File: config.mk
export PLATFORM = sky130hd
export DESIGN_NAME = differential_pump_controller_core_flat
export DESIGN_NICKNAME = d
export VERILOG_FILES = /design/src/design/dpc_pkg.sv /design/src/design/dpc_in_if.sv /design/src/design/dpc_out_if.sv /design/src/design/differential_pump_controller_core.sv /design/src/design/dpc_cfg.sv /design/src/design/dpc_ctrl.sv /design/src/flat_wrapper.sv
export VERILOG_INCLUDE_DIRS = /design/src /design/src/design
export SDC_FILE = /design/constraint.sdc
export NUM_CORES = 1
export LEC_CHECK = 0
export ABC_AREA = 1
export BUFFER_PORTS_ARGS = -buffer_cell sky130_fd_sc_hd__clkbuf_2
export CAP_MARGIN = 20
export CELL_PAD_IN_SITES_DETAIL_PLACEMENT = 1
export CELL_PAD_IN_SITES_GLOBAL_PLACEMENT = 1
export CORE_ASPECT_RATIO = 0.5
export CORE_MARGIN = 3
export CORE_UTILIZATION = 42
export DETAILED_ROUTE_END_ITERATION = 7
export GPL_TIMING_DRIVEN = 0
export PLACE_DENSITY = 0.84
export REMOVE_ABC_BUFFERS = 1
export SYNTH_ARGS = -nofsm -noshare
export SYNTH_HDL_FRONTEND = slang
export SYNTH_SLANG_ARGS = --single-unit
File: constraint.sdc
create_clock -name i_clk -period 3.85 [get_ports i_clk]
set_input_delay 0.5775 -clock i_clk [delete_from_list [all_inputs] [get_ports i_clk]]
set_output_delay 0.5775 -clock i_clk [all_outputs]
set_load 0.005 [all_outputs]
File: src/design/differential_pump_controller_core_defines.svh
// Assertion macros shared by the differential pump controller RTL.
`ifndef DIFFERENTIAL_PUMP_CONTROLLER_CORE_DEFINES_SVH
`define DIFFERENTIAL_PUMP_CONTROLLER_CORE_DEFINES_SVH

// Same-cycle implication, disabled while reset is asserted.
`define DPC_ASSERT_IMPL(lbl, ante, cons) \
    lbl: assert property (@(posedge i_clk) disable iff (!i_rst_n) (ante) |-> (cons)) \
        else $error("assertion failed");

// Next-cycle implication, disabled while reset is asserted.
`define DPC_ASSERT_NEXT(lbl, ante, cons) \
    lbl: assert property (@(posedge i_clk) disable iff (!i_rst_n) (ante) |=> (cons)) \
        else $error("assertion failed");

`endif

File: src/design/dpc_pkg.sv
// Shared types and constants of the differential pump controller.
package dpc_pkg;

    localparam int TIME_BITS     = 32;
    localparam int MODE_BITS     = 8;
    localparam int CFG_IDX_BITS  = 3;
    localparam int CFG_DATA_BITS = 32;

    localparam logic [MODE_BITS-1:0] MODE_MANUAL_ON = 8'd1;
    localparam logic [MODE_BITS-1:0] MODE_AUTO      = 8'd2;

    localparam int                   RST_SETPOINT   = 560;
    localparam int                   RST_DIFF_ON    = 160;
    localparam int                   RST_DIFF_OFF   = 80;
    localparam logic [TIME_BITS-1:0] RST_MIN_ON_MS  = 32'd60000;
    localparam logic [TIME_BITS-1:0] RST_MIN_OFF_MS = 32'd300000;
    localparam logic [TIME_BITS-1:0] RST_MAX_ON_MS  = 32'd900000;

    typedef enum logic [CFG_IDX_BITS-1:0] {
        CFG_PUMP_MODE     = 3'd0,
        CFG_POOL_SETPOINT = 3'd1,
        CFG_DIFF_ON       = 3'd2,
        CFG_DIFF_OFF      = 3'd3,
        CFG_MIN_ON_MS     = 3'd4,
        CFG_MIN_OFF_MS    = 3'd5,
        CFG_MAX_ON_MS     = 3'd6
    } t_cfg_idx;

    typedef enum logic [1:0] {
        ACT_HOLD = 2'd0,
        ACT_ON   = 2'd1,
        ACT_OFF  = 2'd2
    } t_action;

    typedef struct packed {
        logic [MODE_BITS-1:0] pump_mode;
        logic [TIME_BITS-1:0] min_on_ms;
        logic [TIME_BITS-1:0] min_off_ms;
        logic [TIME_BITS-1:0] max_on_ms;
    } t_timing;

endpackage

File: src/design/dpc_in_if.sv
// Sample channel: pool and collector temperature with a timestamp.
interface dpc_in_if
    import dpc_pkg::*;
#(
    parameter int TEMP_BITS = 16
);
    logic                        valid;
    logic                        ready;
    logic signed [TEMP_BITS-1:0] pool_temp;
    logic signed [TEMP_BITS-1:0] collector_temp;
    logic [TIME_BITS-1:0]        now_ms;

    modport source (output valid, output pool_temp, output collector_temp,
                    output now_ms, input ready);
    modport sink (input valid, input pool_temp, input collector_temp,
                  input now_ms, output ready);
endinterface

File: src/design/dpc_out_if.sv
// Result channel: pump drive and change flag.
interface dpc_out_if;
    logic valid;
    logic ready;
    logic pump_on;
    logic state_changed;

    modport source (output valid, output pump_on, output state_changed, input ready);
    modport sink (input valid, input pump_on, input state_changed, output ready);
endinterface

File: src/design/differential_pump_controller_core.sv
// Differential temperature controller for a solar pool pump.
// Samples (pool temperature, collector temperature, millisecond time) arrive
// as beats on i_sample; for every sample one beat leaves on o_result with the
// pump drive after that sample and a flag that says whether it changed.
// Configuration is written through i_cfg_we / i_cfg_idx / i_cfg_wdata; the
// user must write it only while no sample is in flight, which the block does
// not enforce. Indices 0..6 select mode, setpoint, on and off differences,
// and the minimum-on, minimum-off and maximum-on times.
// An accepted sample passes through the sample register, where the decision
// logic and the pump state update take place, then the result register. One
// sample is taken every cycle while the receiver does not stall; the sample
// register's decision path (a 32-bit time subtract and compare) sets the clock
// period. Reset clears the pump to off, both timestamps to zero and the
// registers to their defaults. When the receiver stalls, the result beat
// holds and the sample register can still fill; then i_sample.ready drops
// until the result is taken.
`include "differential_pump_controller_core_defines.svh"

module differential_pump_controller_core
    import dpc_pkg::*;
#(
    parameter int TEMP_BITS = 16
) (
    input  logic                     i_clk,
    input  logic                     i_rst_n,
    dpc_in_if.sink                   i_sample,
    dpc_out_if.source                o_result,
    input  logic                     i_cfg_we,
    input  logic [CFG_IDX_BITS-1:0]  i_cfg_idx,
    input  logic [CFG_DATA_BITS-1:0] i_cfg_wdata
);

    t_timing                     timing;
    logic signed [TEMP_BITS-1:0] setpoint;
    logic signed [TEMP_BITS-1:0] diff_on;
    logic signed [TEMP_BITS-1:0] diff_off;

    logic                        r_in_valid;
    logic signed [TEMP_BITS-1:0] r_pool;
    logic signed [TEMP_BITS-1:0] r_coll;
    logic [TIME_BITS-1:0]        r_now;

    logic r_out_valid;
    logic r_pump_on;
    logic r_changed;

    logic in_fire;
    logic advance;
    logic n_pump_on;
    logic n_changed;
    logic running;

    dpc_cfg #(
        .TEMP_BITS (TEMP_BITS)
    ) u_cfg (
        .i_clk      (i_clk),
        .i_rst_n    (i_rst_n),
        .i_we       (i_cfg_we),
        .i_idx      (i_cfg_idx),
        .i_wdata    (i_cfg_wdata),
        .o_timing   (timing),
        .o_setpoint (setpoint),
        .o_diff_on  (diff_on),
        .o_diff_off (diff_off)
    );

    dpc_ctrl #(
        .TEMP_BITS (TEMP_BITS)
    ) u_ctrl (
        .i_clk      (i_clk),
        .i_rst_n    (i_rst_n),
        .i_step     (advance),
        .i_pool     (r_pool),
        .i_coll     (r_coll),
        .i_now      (r_now),
        .i_timing   (timing),
        .i_setpoint (setpoint),
        .i_diff_on  (diff_on),
        .i_diff_off (diff_off),
        .o_pump_on  (n_pump_on),
        .o_changed  (n_changed),
        .o_running  (running)
    );

    // A held sample moves on whenever the result register is free or emptying.
    assign advance        = r_in_valid && (!r_out_valid || o_result.ready);
    assign i_sample.ready = !r_in_valid || advance;
    assign in_fire        = i_sample.valid && i_sample.ready;

    always_ff @(posedge i_clk) begin
        if (!i_rst_n) begin
            r_in_valid <= 1'b0;
        end else if (in_fire) begin
            r_in_valid <= 1'b1;
        end else if (advance) begin
            r_in_valid <= 1'b0;
        end
    end

    always_ff @(posedge i_clk) begin
        if (in_fire) begin
            r_pool <= i_sample.pool_temp;
            r_coll <= i_sample.collector_temp;
            r_now  <= i_sample.now_ms;
        end
    end

    always_ff @(posedge i_clk) begin
        if (!i_rst_n) begin
            r_out_valid <= 1'b0;
        end else if (advance) begin
            r_out_valid <= 1'b1;
        end else if (o_result.ready) begin
            r_out_valid <= 1'b0;
        end
    end

    always_ff @(posedge i_clk) begin
        if (advance) begin
            r_pump_on <= n_pump_on;
            r_changed <= n_changed;
        end
    end

    assign o_result.valid         = r_out_valid;
    assign o_result.pump_on       = r_pump_on;
    assign o_result.state_changed = r_changed;

    `DPC_ASSERT_NEXT(a_advance_fills_result, advance, r_out_valid)
    `DPC_ASSERT_NEXT(a_result_matches_state, advance, r_pump_on == running)
    `DPC_ASSERT_IMPL(a_empty_takes_sample, !r_in_valid, i_sample.ready)
    `DPC_ASSERT_NEXT(a_change_follows_state, advance, r_changed == (running != $past(running)))

endmodule

File: src/design/dpc_cfg.sv
// Configuration register file of the differential pump controller.
module dpc_cfg
    import dpc_pkg::*;
#(
    parameter int TEMP_BITS = 16
) (
    input  logic                        i_clk,
    input  logic                        i_rst_n,
    input  logic                        i_we,
    input  logic [CFG_IDX_BITS-1:0]     i_idx,
    input  logic [CFG_DATA_BITS-1:0]    i_wdata,
    output t_timing                     o_timing,
    output logic signed [TEMP_BITS-1:0] o_setpoint,
    output logic signed [TEMP_BITS-1:0] o_diff_on,
    output logic signed [TEMP_BITS-1:0] o_diff_off
);

    t_timing                     r_timing;
    logic signed [TEMP_BITS-1:0] r_setpoint;
    logic signed [TEMP_BITS-1:0] r_diff_on;
    logic signed [TEMP_BITS-1:0] r_diff_off;

    always_ff @(posedge i_clk) begin
        if (!i_rst_n) begin
            r_timing.pump_mode  <= '0;
            r_timing.min_on_ms  <= RST_MIN_ON_MS;
            r_timing.min_off_ms <= RST_MIN_OFF_MS;
            r_timing.max_on_ms  <= RST_MAX_ON_MS;
            r_setpoint          <= TEMP_BITS'(RST_SETPOINT);
            r_diff_on           <= TEMP_BITS'(RST_DIFF_ON);
            r_diff_off          <= TEMP_BITS'(RST_DIFF_OFF);
        end else if (i_we) begin
            // Index seven is not a register; such writes are dropped.
            unique case (t_cfg_idx'(i_idx))
                CFG_PUMP_MODE:     r_timing.pump_mode  <= i_wdata[MODE_BITS-1:0];
                CFG_POOL_SETPOINT: r_setpoint          <= i_wdata[TEMP_BITS-1:0];
                CFG_DIFF_ON:       r_diff_on           <= i_wdata[TEMP_BITS-1:0];
                CFG_DIFF_OFF:      r_diff_off          <= i_wdata[TEMP_BITS-1:0];
                CFG_MIN_ON_MS:     r_timing.min_on_ms  <= i_wdata[TIME_BITS-1:0];
                CFG_MIN_OFF_MS:    r_timing.min_off_ms <= i_wdata[TIME_BITS-1:0];
                CFG_MAX_ON_MS:     r_timing.max_on_ms  <= i_wdata[TIME_BITS-1:0];
                default: begin
                end
            endcase
        end
    end

    assign o_timing   = r_timing;
    assign o_setpoint = r_setpoint;
    assign o_diff_on  = r_diff_on;
    assign o_diff_off = r_diff_off;

endmodule

File: src/design/dpc_ctrl.sv
// Pump decision logic and the pump state with its timestamps.
module dpc_ctrl
    import dpc_pkg::*;
#(
    parameter int TEMP_BITS = 16
) (
    input  logic                        i_clk,
    input  logic                        i_rst_n,
    input  logic                        i_step,
    input  logic signed [TEMP_BITS-1:0] i_pool,
    input  logic signed [TEMP_BITS-1:0] i_coll,
    input  logic [TIME_BITS-1:0]        i_now,
    input  t_timing                     i_timing,
    input  logic signed [TEMP_BITS-1:0] i_setpoint,
    input  logic signed [TEMP_BITS-1:0] i_diff_on,
    input  logic signed [TEMP_BITS-1:0] i_diff_off,
    output logic                        o_pump_on,
    output logic                        o_changed,
    output logic                        o_running
);

    logic                 r_running;
    logic [TIME_BITS-1:0] r_last_action;
    logic [TIME_BITS-1:0] r_switched_on;

    logic signed [TEMP_BITS:0] dif;
    logic                      want_on;
    logic                      want_off;
    logic [TIME_BITS-1:0]      on_elapsed;
    logic [TIME_BITS-1:0]      act_elapsed;
    t_action                   action;

    // The difference carries one extra bit so that it never wraps.
    assign dif = {i_coll[TEMP_BITS-1], i_coll} - {i_pool[TEMP_BITS-1], i_pool};
    assign want_on  = (dif >= $signed({i_diff_on[TEMP_BITS-1], i_diff_on}))
                      && (i_pool < i_setpoint);
    assign want_off = (dif <= $signed({i_diff_off[TEMP_BITS-1], i_diff_off}))
                      || (i_pool >= i_setpoint);
    assign on_elapsed  = i_now - r_switched_on;
    assign act_elapsed = i_now - r_last_action;

    always_comb begin
        action = ACT_HOLD;
        if (i_timing.pump_mode == MODE_MANUAL_ON) begin
            if (!r_running) begin
                action = ACT_ON;
            end
        end else if (i_timing.pump_mode == MODE_AUTO) begin
            priority if (r_running && on_elapsed >= i_timing.max_on_ms) begin
                action = ACT_OFF;
            end else if (!r_running && want_on && act_elapsed < i_timing.min_off_ms) begin
                action = ACT_HOLD;
            end else if (r_running && want_off && on_elapsed < i_timing.min_on_ms) begin
                action = ACT_HOLD;
            end else if (want_on && !r_running) begin
                action = ACT_ON;
            end else if (want_off && r_running) begin
                action = ACT_OFF;
            end else begin
                action = ACT_HOLD;
            end
        end else begin
            if (r_running) begin
                action = ACT_OFF;
            end
        end
    end

    always_ff @(posedge i_clk) begin
        if (!i_rst_n) begin
            r_running     <= 1'b0;
            r_last_action <= '0;
            r_switched_on <= '0;
        end else if (i_step) begin
            unique case (action)
                ACT_ON: begin
                    r_running     <= 1'b1;
                    r_last_action <= i_now;
                    r_switched_on <= i_now;
                end
                ACT_OFF: begin
                    r_running     <= 1'b0;
                    r_last_action <= i_now;
                end
                default: begin
                end
            endcase
        end
    end

    // A switch only ever happens from the opposite state, so any action is a change.
    assign o_pump_on = (action == ACT_ON) ? 1'b1 : ((action == ACT_OFF) ? 1'b0 : r_running);
    assign o_changed = (action != ACT_HOLD);
    assign o_running = r_running;

endmodule

File: src/flat_wrapper.sv
// flat-port wrapper written by rule: the top's interface ports become plain ports
module differential_pump_controller_core_flat import dpc_pkg::*;
#(
    parameter int TEMP_BITS = 16
)
  (i_clk, i_rst_n, i_cfg_we, i_cfg_idx, i_cfg_wdata, i_sample_valid, i_sample_pool_temp, i_sample_collector_temp, i_sample_now_ms, i_sample_ready, o_result_valid, o_result_pump_on, o_result_state_changed, o_result_ready);
  dpc_in_if #(.TEMP_BITS(TEMP_BITS)) i_sample_i ();
  dpc_out_if o_result_i ();
  input  logic i_clk;
  input  logic i_rst_n;
  input  logic i_cfg_we;
  input  logic [CFG_IDX_BITS-1:0] i_cfg_idx;
  input  logic [CFG_DATA_BITS-1:0] i_cfg_wdata;
  input wire logic [$bits(i_sample_i.valid)-1:0] i_sample_valid;
  input wire logic [$bits(i_sample_i.pool_temp)-1:0] i_sample_pool_temp;
  input wire logic [$bits(i_sample_i.collector_temp)-1:0] i_sample_collector_temp;
  input wire logic [$bits(i_sample_i.now_ms)-1:0] i_sample_now_ms;
  output wire logic [$bits(i_sample_i.ready)-1:0] i_sample_ready;
  output wire logic [$bits(o_result_i.valid)-1:0] o_result_valid;
  output wire logic [$bits(o_result_i.pump_on)-1:0] o_result_pump_on;
  output wire logic [$bits(o_result_i.state_changed)-1:0] o_result_state_changed;
  input wire logic [$bits(o_result_i.ready)-1:0] o_result_ready;
  assign i_sample_i.valid = i_sample_valid;
  assign i_sample_i.pool_temp = i_sample_pool_temp;
  assign i_sample_i.collector_temp = i_sample_collector_temp;
  assign i_sample_i.now_ms = i_sample_now_ms;
  assign i_sample_ready = i_sample_i.ready;
  assign o_result_valid = o_result_i.valid;
  assign o_result_pump_on = o_result_i.pump_on;
  assign o_result_state_changed = o_result_i.state_changed;
  assign o_result_i.ready = o_result_ready;
  differential_pump_controller_core #(.TEMP_BITS(TEMP_BITS)) u_core (.i_clk(i_clk), .i_rst_n(i_rst_n), .i_sample(i_sample_i), .o_result(o_result_i), .i_cfg_we(i_cfg_we), .i_cfg_idx(i_cfg_idx), .i_cfg_wdata(i_cfg_wdata));
endmodule
==> run metrics <==
violated checks setup timing; CTS tree done; WP data arrival 5.37 ns; VDD IR max between 300 and 400 uV; clk sinks approximately 290; Worst Setup Path Type reg -> reg; post-DR wirelength/cell 22.8 um; Final nets 2,682; Seq/Total Area, Yosys 0.364; commonest non-fill, non-tap cell in the layout inv_1; final worst slack -1.06 ns; 1st-iter DRT viols 1,362; Worst Tran Pin Value 1.11 ns; vias per std cell 5.80; Clk pin slew, worst setup/hold paths 0.08 ns; Max FO, Critical Path 15; DRC viols 0; Antenna Nets Post-Route 0; share of post-route cells with drive strength above 1 0.184; initial antenna violation count 1; Multi-input gate area approximately 10,000 um^2; DRT Pass-1 Iters 5; core area ~40,000 um^2; H-tree Lvls 1; Port Buffers 107; Final Non-Filler Cells 2,914; via count 16,900; I/O Pins 108; RePlAce Congestion about 0.87; worst hold-check path type in -> reg; maximum clock insertion buffer count 3; Overall Global Routing Usage 0.259; Rel. slew slack 0.259; startpoint types register; crit path capture type register; Die Area ~44,000 um^2; critical path's largest stage delay ~0.45 ns; YS warnings 0; status complete, but fails checks; FF+latch count, synth ~290; starting density of the core 0.429; Final setup viols 67; Util after Layout 0.518; clk root buf clkbuf_16; Clock Latency Late Sink between 0.5 and 0.6 ns; RSZ-0062 raised after global routing yes; Max Freq 204 MHz; largest net degree at the start of global routing 160; total grt overflow 0; post-synthesis instance area 17,500 um^2; cell area after layout 21,100 um^2; Die W 294 um; TritonCTS buffer count 30; register area 6370 um^2; first-pass GRT wire length 91,200 um; Max Cap Violations 0; Power Dens Cells 404 nW/um^2; die height 150 um; dpl hpwl 39,700 um; Slew Viols, Final 0; # placed instances 2,793; num rows 52; Avg Inst Size Synth 7.94 um^2; vias in the first global route 17,100; cell mode on critical path nand2_1; Mapped Cells 2,200; final hold vios 0; Syn-to-layout area delta 20.8%; Data required, critical path 4.31 ns; Setup Skew 0.0220 ns; TNS Setup -56.58 ns; Leakage 8.88 nW; Crit-path slowest cell a21oi_1; Min Clock Period, post-route 4.91 ns; post-place instance area 18,600 um^2; Yosys cell types 50; WL final around 67,000 um; Fillers 4,850; most frequent cells in the layout inv_1 (329), a21oi_1 (284), nand2_1 (263); Tcrit/Tclk final 1.28
==> path summary, 6_finish.rpt <==
check                                          startpoint  depth (start not counted)                                     endpoint  slack, ns
setup / recovery                u_core.r_now[0]$_DFFE_PP_                         30  u_core.u_ctrl.r_switched_on[7]$_SDFFE_PN0P_      -1.06
hold / removal                        i_sample_now_ms[10]                          1                   u_core.r_now[10]$_DFFE_PP_       0.16
setup reg to reg                u_core.r_now[0]$_DFFE_PP_                         30  u_core.u_ctrl.r_switched_on[7]$_SDFFE_PN0P_      -1.06
hold reg to reg   u_core.u_cfg.o_setpoint[7]$_SDFFE_PN0P_                          2      u_core.u_cfg.o_setpoint[7]$_SDFFE_PN0P_       0.46
==> sequential cells by signal, summed over array words and instances (netlist names) <==
signal / cells
u_core.u_cfg.o_timing: 104
u_core.u_cfg.o_diff_on: 16
u_core.r_in_valid: 1
u_core.r_now: 32
u_core.u_cfg.o_setpoint: 16
u_core.r_pool: 16
u_core.o_result.pump_on: 1
u_core.o_result.state_changed: 1
u_core.r_coll: 16
u_core.u_cfg.o_diff_off: 16
u_core.u_ctrl.r_switched_on: 32
u_core.u_ctrl.r_last_action: 32
u_core.u_ctrl.o_running: 1
u_core.o_result.valid: 1
==> final cells by class <==
class / instances / area share
Clock buffer: 49 / 0.0423
Antenna cell: 1 / 0.000119
Tap cell: 540 / 0.0320
Multi-Input combinational cell: 1513 / 0.493
Timing Repair Buffer: 175 / 0.0654
Clock inverter: 6 / 0.00397
Sequential cell: 285 / 0.302
Inverter: 345 / 0.0618
==> kinds of logic after synthesis <==
family,count (synthesis),synth area share
AND/OR/NAND/NOR,542,0.134
adder cells (fa/ha/maj),228,0.165
buffers and inverters,405,0.0875
XOR/XNOR,74,0.0371
flip-flops,285,0.364
AO/OA/AOI/OAI,666,0.212
==> Yosys cell counts (all sizes together) <==
master    n  share of area
xnor2    32          0.016
ha      225           0.16
nand3    56          0.017
a21boi    6         0.0028
dfxtp   219           0.25
o21bai   12         0.0058
edfxtp   66           0.11
o211ai   34          0.015
nand4    23         0.0082
a211oi    6         0.0026
nor4      5         0.0026
nor2    144          0.033
o31ai     1        0.00043
xor2     42          0.021
o221a     1        0.00064
o21ai   240          0.070
a21o     18         0.0077
a21oi   324          0.097
fa        3         0.0034
nand2   289          0.064
and2      1        0.00036
a31oi    12         0.0047
inv     344          0.074
a221oi    1        0.00050
o221ai    1        0.00050
nor4b     1        0.00050
nand3b    3         0.0013
buf       9         0.0024
o21a     10         0.0044
nor3     20         0.0067
clkinv    1        0.00021
clkbuf   51          0.011
==> power by group <==
part | switching [mW] | total, mW | internal (mW)
clock | 1.32 | 3.03 | 1.71
sequential | 0.0705 | 3.25 | 3.18
combinational | 1.42 | 2.25 | 0.823
==> worst max-delay path: cells and delay by family, from the launching register on <==
family | cells | cell delay, ns
adders and majority gates | 4 | 1.00
DFF | 1 | 0.43
xor gates and xnor gates | 1 | 0.18
AOI/OAI and AO/OA | 3 | 0.72
and+or+nand+nor | 15 | 1.53
buffers and inverters | 7 | 0.89
==> routing by layer <==
layer	global-route usage	vias up	part of all wire
met3	0.0364	223	0.066
met2	0.462	661	0.48
met5	0	-	0.00039
met4	0.0919	4	0.048
met1	0.322	8288	0.41
li1	-	7737	-
==> per-stage QoR <==
stage                     hold slack [ns]  setup WS [ns]  power [mW]
final                               0.155          -1.06        8.52
after detailed placement            0.453          -1.54        5.17
after CTS                           0.134         -0.785        8.26
after global placement              0.446          -2.33        5.06
after floorplan                     0.433         -0.705        4.54
after global routing                0.139          -1.18        8.90
==> timing repair <==
action                     4_1_cts  5_1_grt
hold buffers                     0        0
gates cloned                     5        8
buffers inserted                19       32
gates resized for setup        139      121
pin swaps                       29       37
setup endpoints to repair       67       67
No activity file was read; power rests on OpenSTA's default activity.
